===== config.mk =====
export PLATFORM = sky130hd
export DESIGN_NAME = xorshift_range_random_top
export DESIGN_NICKNAME = d
export VERILOG_FILES = /design/src/design/xrr_pkg.sv /design/src/design/xrr_front.sv /design/src/design/xrr_queue.sv /design/src/design/xrr_back.sv /design/src/design/xorshift_range_random_top.sv
export SDC_FILE = /design/constraint.sdc
export NUM_CORES = 1
export LEC_CHECK = 0
export BUFFER_PORTS_ARGS = -buffer_cell sky130_fd_sc_hd__buf_2
export CORE_MARGIN = 1.5
export CORE_UTILIZATION = 62
export CTS_BUF_LIST = sky130_fd_sc_hd__clkbuf_16
export DETAILED_ROUTE_END_ITERATION = 6
export PLACE_DENSITY = 0.85
export SETUP_SLACK_MARGIN = 0.3
export SLEW_MARGIN = 20
export SYNTH_ARGS = -nofsm -noshare
export SYNTH_HDL_FRONTEND = slang
export SYNTH_SLANG_ARGS = --single-unit

===== constraint.sdc =====
create_clock -name aclk -period 6 [get_ports aclk]
set_input_delay 0.9 -clock aclk [delete_from_list [all_inputs] [get_ports aclk]]
set_output_delay 0.9 -clock aclk [all_outputs]
set_load 0.02 [all_outputs]

===== src/design/xrr_pkg.sv =====
// Shared types, constants and the generator step function for the xorshift range block.
// Used by every module under design/; has no dependencies of its own.
package xrr_pkg;

    localparam int WORD_W = 32;
    localparam int DIV_STEPS = WORD_W;
    localparam int STEP_CNT_W = $clog2(DIV_STEPS);
    localparam int QUEUE_DEPTH_DEF = 2;
    localparam logic [WORD_W-1:0] DEFAULT_WORD = 32'h9E37_79B9;
    localparam int SHIFT_A = 13;
    localparam int SHIFT_B = 17;
    localparam int SHIFT_C = 5;

    typedef enum logic [1:0] {
        KIND_EMPTY,
        KIND_FULL,
        KIND_MOD
    } req_kind_t;

    typedef struct packed {
        req_kind_t         kind;
        logic [WORD_W-1:0] min_bits;
        logic [WORD_W-1:0] word;
        logic [WORD_W-1:0] span;
    } queue_entry_t;

    typedef enum logic [1:0] {
        ST_IDLE,
        ST_DIV,
        ST_FIN,
        ST_HOLD
    } back_state_t;

    function automatic logic [WORD_W-1:0] advance_word(input logic [WORD_W-1:0] w);
        logic [WORD_W-1:0] t;
        t = w ^ (w << SHIFT_A);
        t = t ^ (t >> SHIFT_B);
        t = t ^ (t << SHIFT_C);
        return t;
    endfunction

endpackage


===== src/design/xrr_front.sv =====
// Front end: accepts range requests, keeps and advances the generator word, classifies requests.
// Depends on xrr_pkg; feeds xrr_queue.
module xrr_front
    import xrr_pkg::*;
(
    input  logic                aclk,
    input  logic                aresetn,
    input  logic                cfg_wr_en,
    input  logic [WORD_W-1:0]   cfg_wr_data,
    input  logic                in_valid,
    output logic                in_ready,
    input  logic [WORD_W-1:0]   in_min,
    input  logic [WORD_W-1:0]   in_max,
    input  logic                queue_full,
    output logic                push,
    output queue_entry_t        push_entry
);

    logic [WORD_W-1:0] word_reg;
    logic [WORD_W-1:0] word_next;
    logic [WORD_W-1:0] stepped;
    logic [WORD_W-1:0] span;
    logic              empty_range;

    assign in_ready    = !queue_full;
    assign push        = in_valid && in_ready;
    assign empty_range = ($signed(in_max) <= $signed(in_min));
    assign span        = in_max - in_min + WORD_W'(1);
    assign stepped     = advance_word(word_reg);

    always_comb begin
        push_entry.min_bits = in_min;
        push_entry.span     = span;
        if (empty_range) begin
            push_entry.kind = KIND_EMPTY;
            push_entry.word = word_reg;
        end else begin
            push_entry.kind = (span == '0) ? KIND_FULL : KIND_MOD;
            push_entry.word = stepped;
        end
    end

    always_comb begin
        word_next = word_reg;
        priority if (cfg_wr_en) begin
            word_next = (cfg_wr_data == '0) ? DEFAULT_WORD : cfg_wr_data;
        end else if (push && !empty_range) begin
            word_next = stepped;
        end
    end

    always_ff @(posedge aclk) begin
        if (!aresetn) begin
            word_reg <= DEFAULT_WORD;
        end else begin
            word_reg <= word_next;
        end
    end

endmodule


===== src/design/xrr_queue.sv =====
// Short first-in first-out queue of classified requests between front and back ends.
// Depends on xrr_pkg for the entry type.
module xrr_queue
    import xrr_pkg::*;
#(
    parameter int QUEUE_DEPTH = QUEUE_DEPTH_DEF
) (
    input  logic         aclk,
    input  logic         aresetn,
    input  logic         push,
    input  queue_entry_t push_entry,
    input  logic         pop,
    output queue_entry_t head_entry,
    output logic         full,
    output logic         empty
);

    localparam int PTR_W = (QUEUE_DEPTH > 1) ? $clog2(QUEUE_DEPTH) : 1;
    localparam int CNT_W = $clog2(QUEUE_DEPTH + 1);
    localparam logic [PTR_W-1:0] LAST_PTR = PTR_W'(QUEUE_DEPTH - 1);

    queue_entry_t     slots [QUEUE_DEPTH];
    logic [PTR_W-1:0] wr_ptr_reg, wr_ptr_next;
    logic [PTR_W-1:0] rd_ptr_reg, rd_ptr_next;
    logic [CNT_W-1:0] count_reg, count_next;

    assign full       = (count_reg == CNT_W'(QUEUE_DEPTH));
    assign empty      = (count_reg == '0);
    assign head_entry = slots[rd_ptr_reg];

    always_comb begin
        wr_ptr_next = wr_ptr_reg;
        rd_ptr_next = rd_ptr_reg;
        count_next  = count_reg;
        if (push) begin
            wr_ptr_next = (wr_ptr_reg == LAST_PTR) ? '0 : wr_ptr_reg + PTR_W'(1);
        end
        if (pop) begin
            rd_ptr_next = (rd_ptr_reg == LAST_PTR) ? '0 : rd_ptr_reg + PTR_W'(1);
        end
        if (push && !pop) begin
            count_next = count_reg + CNT_W'(1);
        end else if (pop && !push) begin
            count_next = count_reg - CNT_W'(1);
        end
    end

    always_ff @(posedge aclk) begin
        if (!aresetn) begin
            wr_ptr_reg <= '0;
            rd_ptr_reg <= '0;
            count_reg  <= '0;
        end else begin
            wr_ptr_reg <= wr_ptr_next;
            rd_ptr_reg <= rd_ptr_next;
            count_reg  <= count_next;
        end
    end

    always_ff @(posedge aclk) begin
        if (push) begin
            slots[wr_ptr_reg] <= push_entry;
        end
    end

endmodule


===== src/design/xrr_back.sv =====
// Back end: takes requests from the queue, reduces the word modulo the span one bit per cycle
// where a modulo is needed, and holds the finished result in the output register. Depends on xrr_pkg.
module xrr_back
    import xrr_pkg::*;
(
    input  logic                aclk,
    input  logic                aresetn,
    input  logic                queue_empty,
    input  queue_entry_t        head_entry,
    output logic                pop,
    output logic                out_valid,
    input  logic                out_ready,
    output logic [WORD_W-1:0]   out_value,
    output logic [WORD_W-1:0]   out_raw
);

    back_state_t           state_reg, state_next;
    logic [WORD_W-1:0]     min_reg, min_next;
    logic [WORD_W-1:0]     raw_reg, raw_next;
    logic [WORD_W-1:0]     span_reg, span_next;
    logic [WORD_W-1:0]     quot_reg, quot_next;
    logic [WORD_W:0]       rem_reg, rem_next;
    logic [STEP_CNT_W-1:0] cnt_reg, cnt_next;
    logic [WORD_W-1:0]     result_reg, result_next;
    logic [WORD_W:0]       rem_shift;
    logic                  last_step;

    assign rem_shift = {rem_reg[WORD_W-1:0], quot_reg[WORD_W-1]};
    assign last_step = (cnt_reg == STEP_CNT_W'(DIV_STEPS - 1));

    always_comb begin
        state_next = state_reg;
        unique case (state_reg)
            ST_IDLE: begin
                if (!queue_empty) begin
                    state_next = (head_entry.kind == KIND_MOD) ? ST_DIV : ST_HOLD;
                end
            end
            ST_DIV: begin
                if (last_step) begin
                    state_next = ST_FIN;
                end
            end
            ST_FIN: begin
                state_next = ST_HOLD;
            end
            ST_HOLD: begin
                if (out_ready) begin
                    state_next = ST_IDLE;
                end
            end
            default: begin
                state_next = ST_IDLE;
            end
        endcase
    end

    always_comb begin
        pop         = 1'b0;
        min_next    = min_reg;
        raw_next    = raw_reg;
        span_next   = span_reg;
        quot_next   = quot_reg;
        rem_next    = rem_reg;
        cnt_next    = cnt_reg;
        result_next = result_reg;
        unique case (state_reg)
            ST_IDLE: begin
                if (!queue_empty) begin
                    pop       = 1'b1;
                    min_next  = head_entry.min_bits;
                    raw_next  = head_entry.word;
                    span_next = head_entry.span;
                    quot_next = head_entry.word;
                    rem_next  = '0;
                    cnt_next  = '0;
                    unique case (head_entry.kind)
                        KIND_EMPTY: result_next = head_entry.min_bits;
                        KIND_FULL:  result_next = head_entry.word + head_entry.min_bits;
                        default:    result_next = result_reg;
                    endcase
                end
            end
            ST_DIV: begin
                rem_next  = (rem_shift >= {1'b0, span_reg}) ?
                            rem_shift - {1'b0, span_reg} : rem_shift;
                quot_next = quot_reg << 1;
                cnt_next  = cnt_reg + STEP_CNT_W'(1);
            end
            ST_FIN: begin
                result_next = rem_reg[WORD_W-1:0] + min_reg;
            end
            default: begin
            end
        endcase
    end

    assign out_valid = (state_reg == ST_HOLD);
    assign out_value = result_reg;
    assign out_raw   = raw_reg;

    always_ff @(posedge aclk) begin
        if (!aresetn) begin
            state_reg <= ST_IDLE;
        end else begin
            state_reg <= state_next;
        end
    end

    always_ff @(posedge aclk) begin
        min_reg    <= min_next;
        raw_reg    <= raw_next;
        span_reg   <= span_next;
        quot_reg   <= quot_next;
        rem_reg    <= rem_next;
        cnt_reg    <= cnt_next;
        result_reg <= result_next;
    end

endmodule


===== src/design/xorshift_range_random_top.sv =====
// Top level of the xorshift range random generator: front end, request queue and back end.
// Depends on xrr_pkg, xrr_front, xrr_queue and xrr_back.

// Each input beat carries a signed inclusive minimum and maximum and yields one output beat
// with the random value and the generator word after the request. A request whose maximum is
// not above its minimum, or whose range covers all 32-bit values, goes from the load state
// straight to the output register in the back end; any other request goes through the
// one-bit-per-cycle remainder unit, which runs 32 steps between the load and finish states.
// A result stays in the output register until it is taken. The front end advances the
// generator word as soon as a request is accepted and queues up to QUEUE_DEPTH requests, so
// input beats are taken while the back end works. A write of the seed reloads the generator
// word (zero loads 0x9E3779B9) and must be made only while no request is in flight.
module xorshift_range_random_top
    import xrr_pkg::*;
#(
    parameter int QUEUE_DEPTH = QUEUE_DEPTH_DEF
) (
    input  logic                  aclk,
    input  logic                  aresetn,
    input  logic                  cfg_wr_en,
    input  logic [WORD_W-1:0]     cfg_wr_data,
    input  logic                  s_tvalid,
    output logic                  s_tready,
    input  logic [2*WORD_W-1:0]   s_tdata,   // range_min, range_max
    output logic                  m_tvalid,
    input  logic                  m_tready,
    output logic [2*WORD_W-1:0]   m_tdata    // random_value, raw_word
);

    logic         push;
    logic         pop;
    logic         q_full;
    logic         q_empty;
    queue_entry_t push_entry;
    queue_entry_t head_entry;
    logic [WORD_W-1:0] out_value;
    logic [WORD_W-1:0] out_raw;

    xrr_front u_front (
        .aclk        (aclk),
        .aresetn     (aresetn),
        .cfg_wr_en   (cfg_wr_en),
        .cfg_wr_data (cfg_wr_data),
        .in_valid    (s_tvalid),
        .in_ready    (s_tready),
        .in_min      (s_tdata[WORD_W-1:0]),
        .in_max      (s_tdata[2*WORD_W-1:WORD_W]),
        .queue_full  (q_full),
        .push        (push),
        .push_entry  (push_entry)
    );

    xrr_queue #(
        .QUEUE_DEPTH (QUEUE_DEPTH)
    ) u_queue (
        .aclk       (aclk),
        .aresetn    (aresetn),
        .push       (push),
        .push_entry (push_entry),
        .pop        (pop),
        .head_entry (head_entry),
        .full       (q_full),
        .empty      (q_empty)
    );

    xrr_back u_back (
        .aclk        (aclk),
        .aresetn     (aresetn),
        .queue_empty (q_empty),
        .head_entry  (head_entry),
        .pop         (pop),
        .out_valid   (m_tvalid),
        .out_ready   (m_tready),
        .out_value   (out_value),
        .out_raw     (out_raw)
    );

    assign m_tdata = {out_raw, out_value};

`ifndef ASSERT_OFF
    a_no_push_when_full: assert property (@(posedge aclk) disable iff (!aresetn)
        push |-> !q_full)
        else $error("request pushed into a full queue");

    a_no_pop_when_empty: assert property (@(posedge aclk) disable iff (!aresetn)
        pop |-> !q_empty)
        else $error("request popped from an empty queue");

    a_no_pop_while_held: assert property (@(posedge aclk) disable iff (!aresetn)
        (m_tvalid && !m_tready) |=> !pop)
        else $error("back end took a new request while a result was still held");

    a_pop_only_when_free: assert property (@(posedge aclk) disable iff (!aresetn)
        pop |-> !m_tvalid)
        else $error("back end took a request while presenting a result");
`endif

endmodule


### Word-level counts from Yosys, hierarchy flattened

Memories as Yosys holds them, arrays and structs flattened. A register that Yosys moved wholly into a read port is not among the register bits.
Index checks and enable logic that the tools add are counted.

* $add $sub $neg: 10
* bitwise gates (word level): 4
* reduce and logical (&&, ||, !) cells: 21
* multiplexer cells: 31
* equality and inequality tests: 11
* $lt $le $gt $ge: 2

Operators by type and width (count)
* two-way mux 32 bit: 8
* case mux 32 bit (2 select lines): 4
* adder 32 bit: 2
* logical NOT 32 bit: 2
* subtractor 32 bit: 2
* XOR 32 bit: 2
* greater-or-equal comparator 33 x 32 -> 1 bit: 1
* adder 32 x 1 -> 32 bit, second input constant: 1
* less-or-equal comparator 32 bit: 1
* XOR 32 x 15 -> 32 bit: 1
* two-way mux 2 bit: 8
* case mux 5 bit (2 select lines): 1
* equality test 2 bit, second input constant: 4
* two-way mux 1 bit: 8
* case mux 2 bit (4 select lines): 1
* nonzero test 2 bit: 4
* logical NOT 2 bit: 3
* AND reduction 3 bit: 2
* adder 5 x 1 -> 5 bit, second input constant: 1
* equality test 5 bit, second input constant: 1
* two-way mux 5 bit: 1
* equality test 2 x 1 -> 1 bit, second input constant: 2
* logical AND 1 bit: 4
* logical NOT 1 bit: 4
* other kinds (8): 11

* RAM bits: 196
* register bits: 235
* memories kept: 1
* word-level logic and storage cells: 92

Memory list
* u_queue.slots: words 2, bits a word 98, read ports 1, clocked after memory_dff 1, write ports 1, line xrr_queue.sv:22 `queue_entry_t slots [QUEUE_DEPTH];`

### Longest topological paths before layout

Gate-level depths: netlist of run 1.

* depth in word-level cells: 7
* gate-level depth with buffers: 16
* gate-level depth less buffers: 15

### Modules after synthesis

Synthesis of run 1 repeated with hierarchy kept, for this count alone.

* cell total of the unflattened synthesis: 2342
* area, all modules: 26150.1 um^2

Modules (own cells, without submodules)
* xrr_back: cells each 1174, area an instance 12645.9 um^2, sequential area each 5955.7 um^2, instances 1
* xrr_queue: cells each 327, area an instance 7360.8 um^2, sequential area each 5985.7 um^2, instances 1
* xrr_front: cells each 841, area an instance 6143.4 um^2, sequential area each 640.6 um^2, instances 1

### Least setup slack after synthesis of run 1

No wires, ideal clock.

* path kind: input port to flip-flop
* start point: input port s_tvalid
* end point: memory u_queue.slots[0][0] in the netlist's numbering, enable pin
* arrival time: 5100 ps
* setup time: 557 ps
* cell stages on the path: 2
* required time: 5443 ps
* slack: 343 ps
* path through: nand2_1 > nor2_1

* cells in the longest elaborated chain, start to end: 3

RTL lines
* start, declared: line xorshift_range_random_top.sv:22 `input logic s_tvalid,`
* logical AND 1 bit: line xrr_front.sv:26 `assign push = in_valid && in_ready;`
* two-way mux 1 bit: line xrr_queue.sv:61 `if (push) begin`
* two-way mux 1 bit (implied by the code): line xrr_queue.sv:62 `slots[wr_ptr_reg] <= push_entry;`
* end, declared: line xrr_queue.sv:22

No other way between the ends.

==> impl_metrics.env, run 1 <==
export IMPL_seq_area_frac_synth_pct=49.2
export IMPL_end_kind="flop"
export IMPL_finalClockSkew_ns=0.0219
export IMPL_tightestPinTransition_ns=1.04
export IMPL_track_usage_pct=30.2
export IMPL_hp_class="input pin to flop"
export IMPL_grt_pass1_wl_um=97600
export IMPL_power_mw=16.0
export IMPL_die_h_um=206
export IMPL_start_kind="flop"
export IMPL_relSlewSlack_pct=29.9
export IMPL_synth_top_area_share_pct=46.1
export IMPL_start_util_pct=62.8
export IMPL_cp_arrival_ns=4.96
export IMPL_postCtsHoldBufs=0
export IMPL_maxCapViolations=0
export IMPL_dpl_hpwl_um=48000
export IMPL_die_area_um2=42500
export IMPL_nNetsFinal=2685
export IMPL_dp_slack_ns=0.978
export IMPL_die_w_um=206
export IMPL_syn_nets=2530
export IMPL_path_max_fanout=35
export IMPL_ios=167
export IMPL_portBuffers=166
export IMPL_slew_viol_final=0
export IMPL_regMostFlops="u_queue.slots"
export IMPL_detail_route_vias_per_cell=6.26
export IMPL_clockBufferDepth=3
export IMPL_drc=0
export IMPL_setup_ws_ns=1.30
export IMPL_wl_per_cell_um=21.7
export IMPL_grt_pass1_vias=17700
export IMPL_grt_setup_unrepaired="false"
export IMPL_power_density_nw_per_um2=561
export IMPL_via_count=18600
export IMPL_ant_nets=0
export IMPL_drive_gt1_share_pct=17.5
export IMPL_largest_reg_flops=196
export IMPL_ir_drop_uv=393
export IMPL_place_inst=2887
export IMPL_status="finished, final reports clean"
export IMPL_post_route_period_util_pct=78.3
export IMPL_drt_iter0_drc=1706
export IMPL_clock_latency_ns=0.59
export IMPL_synthDistinctLibCells=97
export IMPL_synthArstFlopShare_pct=0
export IMPL_cts_sink_count=432
export IMPL_design_area_um2=28400
export IMPL_clock_fmax_mhz=213
export IMPL_crit_required_ns=6.26
export IMPL_yosysTopAreaCell="edfxtp_1"
export IMPL_cts_setup_buffers=0
export IMPL_synth_area_leaders="edfxtp_1 46%, ha_1 7.9%, mux2_2 5.6%"
export IMPL_fillCellCount=2928
export IMPL_fin_setup_tns_ns=0
export IMPL_synth_edff_count=393
export IMPL_cellLeakagePower_nw=11.5
export IMPL_period_needed_ns=4.70
export IMPL_row_count=74
export IMPL_ys_warn_count=0
export IMPL_clk_pin_slew_worst_paths_ns=0.07
export IMPL_fin_cells=2973
export IMPL_cts_resized=0
export IMPL_cts_max_level=2
export IMPL_grt_max_degree=75
export IMPL_synthMuxAreaShare_pct=6.29
export IMPL_gr_total_overflow=0
export IMPL_yosys_area_share_simple_pct=9.75
export IMPL_wirelength_um=64600
export IMPL_syn_area_um2=25600
export IMPL_ys_ff_latch=432
export IMPL_yosys_area_share_xor_xnor_pct=7.16
export IMPL_synthFlopType="edfxtp_1"
export IMPL_synth_top_family_by_area="compound AO/OA/AOI/OAI gates"
export IMPL_synth_compound_area_share_pct=14.5
export IMPL_core_um2=40700
export IMPL_syn_area_per_cell_um2=11.4
export IMPL_clk_root_buffer_cell="clkbuf_16"
export IMPL_synthCells=2248
export IMPL_mostFrequentLayoutCells="393 x edfxtp_1, 173 x inv_1, 166 x buf_2"
export IMPL_critical_path_class="flop to flop"
export IMPL_cts_tree="built"
export IMPL_drt_first_pass_iters=6
export IMPL_finalSetupViolCount=0
export IMPL_synth_fa_ha_area_share_pct=9.41
export IMPL_layout_commonest_cell="edfxtp_1"
export IMPL_post_route_util_pct=69.8
export IMPL_holdWs_ns=0.529
export IMPL_cts_made_buffers=44
export IMPL_postPlaceCellArea_um2=27000
export IMPL_hold_violations=0
export IMPL_gp_congestion=0.956
export IMPL_area_delta_synth_final_pct=11.1
export IMPL_antenna_found_initial=2
layout make-up:
cell class | count | area [um2] | area share, %
Antenna cell | 2 | 5.00 | 0.0176
Clock buffer | 45 | 1130 | 3.96
Clock inverter | 37 | 284 | 0.999
Inverter | 166 | 626 | 2.20
Multi-Input combinational cell | 1572 | 12100 | 42.6
Sequential cell | 432 | 12600 | 44.3
Tap cell | 532 | 666 | 2.34
Timing Repair Buffer | 187 | 1030 | 3.64
cells by family (layout without fill, tap and decap cells):
group / Yosys count / count (layout)
AO/OA/AOI/OAI: 546 / 546
AND/OR/NAND/NOR: 491 / 491
flip-flops: 432 / 432
buffers and inverters: 244 / 435
XOR/XNOR: 209 / 209
adder cells (fa/ha/maj): 181 / 181
multiplexers: 145 / 145
other: 0 / 2
cells in the mapped netlist, types with 20 or more instances:
| cell | count |
|---|---|
| edfxtp_1 | 393 |
| inv_1 | 165 |
| ha_1 | 162 |
| xnor2_1 | 144 |
| a21oi_1 | 143 |
| nand2_1 | 137 |
| mux2_2 | 127 |
| nor2_1 | 104 |
| o21ai_0 | 84 |
| a21o_1 | 70 |
| xor2_1 | 65 |
| clkbuf_1 | 62 |
| dfxtp_1 | 39 |
| nor2b_1 | 35 |
| a211oi_1 | 29 |
| nand2b_1 | 29 |
| nand3_1 | 29 |
| o211ai_1 | 26 |
| and2_1 | 24 |
| a31oi_1 | 22 |
| o21bai_1 | 22 |
| nor3_1 | 21 |
| nand4_1 | 20 |
| nor4_1 | 20 |
report_power, final:
group	total (mW)	leakage [nW]	internal [mW]	switching, mW
Sequential	5.21	4.02	4.74	0.471
Clock	2.72	0.729	1.54	1.18
Combinational	8.03	6.73	3.15	4.88
Total	16.0	11.5	9.43	6.53
critical path, stage by stage (launching register included):
cell and delay (ns):
dfxtp_4 0.74, buf_4 0.35, mux2_2 0.46, ha_1 0.39, a21oi_1 0.16, o21ai_0 0.08
a211o_1 0.30, a41o_1 0.28, a211oi_1 0.62, o31ai_1 0.32, xnor2_1 0.23, nor2_1 0.06
a211oi_1 0.23, a21oi_1 0.14
final timing paths:
check                             from                    to  slack, ns  cells past startpoint
setup / recovery                  flop  u_back.out_value[23]       1.30                     13
hold reg to reg   u_front.word_reg[28]  u_front.word_reg[28]       0.54                      2
hold / removal             s_tdata[29]  u_queue.slots[1][93]       0.53                      1
setup reg to reg                  flop  u_back.out_value[23]       1.30                     13
metal layers:
metal	global-route usage (%)	part of all wire (%)	up-vias	wire, um
met5	0	0	-	0
met1	40.7	40	9024	26000
met2	48.4	47	792	30300
li1	-	-	8667	-
met4	11.5	3.7	0	2370
met3	6.07	9.1	141	5900
(Power assumes the default switching activity.)
==> inputs of run 2 (changes only) <==
--- a/config.mk
+++ b/config.mk
@@ -7,10 +7,10 @@
 export LEC_CHECK = 0
 export BUFFER_PORTS_ARGS = -buffer_cell sky130_fd_sc_hd__buf_2
 export CORE_MARGIN = 1.5
-export CORE_UTILIZATION = 62
+export CORE_UTILIZATION = 56
 export CTS_BUF_LIST = sky130_fd_sc_hd__clkbuf_16
 export DETAILED_ROUTE_END_ITERATION = 6
-export PLACE_DENSITY = 0.85
+export PLACE_DENSITY = 0.81
 export SETUP_SLACK_MARGIN = 0.3
 export SLEW_MARGIN = 20
 export SYNTH_ARGS = -nofsm -noshare
==> constraint.sdc (replaced) <==
create_clock -name aclk -period 4 [get_ports aclk]
set_input_delay 0.6 -clock aclk [delete_from_list [all_inputs] [get_ports aclk]]
set_output_delay 0.6 -clock aclk [all_outputs]
set_load 0.02 [all_outputs]
==> run 2 against run 1 <==
Against the previous run:
- the flow now finishes with violations (DRC)
- clock-buffer cell count stayed put
- routed wire length is 4.2% higher
- global-route usage is 2.5 points lower
- design area is 8.0% higher
- power is 58% higher
- first-iteration DRC count is 0.23% higher
- flip-flop and latch count stayed put
- non-clock buffer count is 197 higher
- combinational power is 68% higher
- critical endpoint is now u_queue.slots[0][96]
- largest cell class is now multi-input gates
- largest power group unchanged
- highest routed layer unchanged
==> impl_metrics.env, run 2 (synthesized netlist as in run 1, its figures left out) <==
export IMPL_fin_cells=3231
export IMPL_cts_made_buffers=44
export IMPL_drt_first_pass_iters=7
export IMPL_clk_pin_slew_worst_paths_ns=0.06
export IMPL_ir_drop_uv=733
export IMPL_die_w_um=217
export IMPL_ant_nets=0
export IMPL_regMostFlops="u_queue.slots"
export IMPL_fillCellCount=3269
export IMPL_clkPwrFrac_pct=15.7
export IMPL_holdWs_ns=0.248
export IMPL_gr_total_overflow=0
export IMPL_drc=1
export IMPL_mostFrequentLayoutCells="393 x edfxtp_1, 202 x buf_4, 164 x inv_1"
export IMPL_dpl_hpwl_um=49500
export IMPL_critical_path_class="input pin to flop"
export IMPL_tightestPinTransition_ns=0.993
export IMPL_gp_congestion=0.977
export IMPL_p_sw_share_pct=40.4
export IMPL_antenna_cells=0
export IMPL_cts_tree="built"
export IMPL_cts_sink_count=432
export IMPL_ff2ff_setup_slack_ns=0.33
export IMPL_violations="DRC"
export IMPL_fin_setup_tns_ns=0
export IMPL_status="complete, but fails checks"
export IMPL_design_area_um2=30700
export IMPL_wl_per_cell_um=20.8
export IMPL_track_usage_pct=27.7
export IMPL_combPwrFrac_pct=53.4
export IMPL_multi_input_area_um2=12700
export IMPL_seqPwrFrac_pct=30.9
export IMPL_antenna_found_initial=1
export IMPL_area_delta_synth_final_pct=20.1
export IMPL_cts_max_level=2
export IMPL_detail_route_vias_per_cell=5.98
export IMPL_via_count=19300
export IMPL_cellLeakagePower_nw=12.5
export IMPL_path_max_fanout=3
export IMPL_place_inst=3117
export IMPL_clock_fmax_mhz=267
export IMPL_maxCapViolations=0
export IMPL_cp_arrival_ns=4.17
export IMPL_finalSetupViolCount=0
export IMPL_layout_commonest_cell="edfxtp_1"
export IMPL_p_sw_mw=10.2
export IMPL_end_kind="flop"
export IMPL_register_area_um2=12600
export IMPL_postPlaceCellArea_um2=28400
export IMPL_clk_root_buffer_cell="clkbuf_16"
export IMPL_row_count=78
export IMPL_slew_viol_final=0
export IMPL_hp_class="input pin to flop"
export IMPL_nNetsFinal=2882
export IMPL_die_area_um2=47000
export IMPL_grt_setup_unrepaired="true"
export IMPL_ios=167
export IMPL_start_kind="input pin"
export IMPL_relSlewSlack_pct=33.8
export IMPL_grt_pass1_wl_um=101000
export IMPL_largest_reg_flops=196
export IMPL_clockBufferDepth=3
export IMPL_clock_latency_ns=0.58
export IMPL_hold_violations=0
export IMPL_grt_pass1_vias=18400
export IMPL_die_h_um=217
export IMPL_post_route_period_util_pct=93.7
export IMPL_intPower_mw=15.0
export IMPL_core_um2=45200
export IMPL_portBuffers=166
export IMPL_post_route_util_pct=68.0
export IMPL_finalClockSkew_ns=0.0247
export IMPL_grt_max_degree=70
export IMPL_period_needed_ns=3.75
export IMPL_drive_gt1_share_pct=26.8
export IMPL_power_density_nw_per_um2=821
export IMPL_crit_required_ns=4.42
export IMPL_drt_iter0_drc=1710
export IMPL_wirelength_um=67300
export IMPL_start_util_pct=56.6
-- run 2: cell count changes in the layout (fill, tap and decap cells not counted), sizes merged --
cell    delta
diode      -2
clkbuf     +1
bufinv     -1
inv        -4
buf      +196
-- run 2: layout make-up --
cell class	instances	share of cell area (%)
timing repair buffer	384	8.76
inverter	166	2.09
tap	600	2.44
multi-input combinational	1572	41.3
sequential	432	41.0
clock buffer	45	3.67
clock inverter	32	0.758
-- run 2: worst paths after layout --
kind                        start                   end  cells past startpoint
max                   s_tdata[36]  u_queue.slots[0][96]                     15
min                   s_tdata[26]  u_queue.slots[1][90]                      1
max reg2reg     u_back.rem_reg[5]    u_back.rem_reg[28]                     10
min reg2reg  u_queue.slots[0][16]   u_back.span_reg[16]                      1
-- run 2: repair_timing --
action | 4_1_cts | 5_1_grt
endpoints found under the setup margin | 48 | 49
hold buffers | 0 | 0
gates resized for setup | 24 | 99
setup buffers | 9 | 26
pin swaps | 8 | 35
cloned | 0 | 1
-- run 2: power groups by stage --
stage	clock network, mW	logic (mW)	registers [mW]
2_1_floorplan	0	8.56	8.01
3_3_place_gp	0	12.0	7.80
3_5_place_dp	0	12.3	7.86
4_1_cts	3.98	12.6	7.77
5_1_grt	4.14	14.6	7.90
6_report	3.96	13.5	7.78
-- run 2: stage by stage --
step,total power [mW],setup WS (ns)
2_1_floorplan,16.6,0.243
3_3_place_gp,19.8,-0.267
3_5_place_dp,20.2,-0.422
4_1_cts,24.4,0.196
5_1_grt,26.7,0.151
6_report,25.2,0.250
-- run 2: critical path: stages --
cell and delay, ns:
buf_6 0.10, ha_4 0.15, fa_1 0.59, o22ai_2 0.13
buf_4 0.16, a2111o_1 0.37, a21oi_2 0.17, or2_1 0.14
xor2_1 0.18, nand4_1 0.16, nor4_2 0.32, buf_4 0.16
or4b_1 0.42, nor4_1 0.26, and4_1 0.25
-- run 2: layer usage --
| metal | routed length, um | GRT usage, % | vias to the layer above |
|---|---|---|---|
| met5 | 0 | 0 | - |
| met4 | 1980 | 8.80 | 0 |
| met2 | 31900 | 44.9 | 722 |
| met1 | 28900 | 39.0 | 9492 |
| li1 | - | - | 9012 |
| met3 | 4500 | 3.68 | 103 |
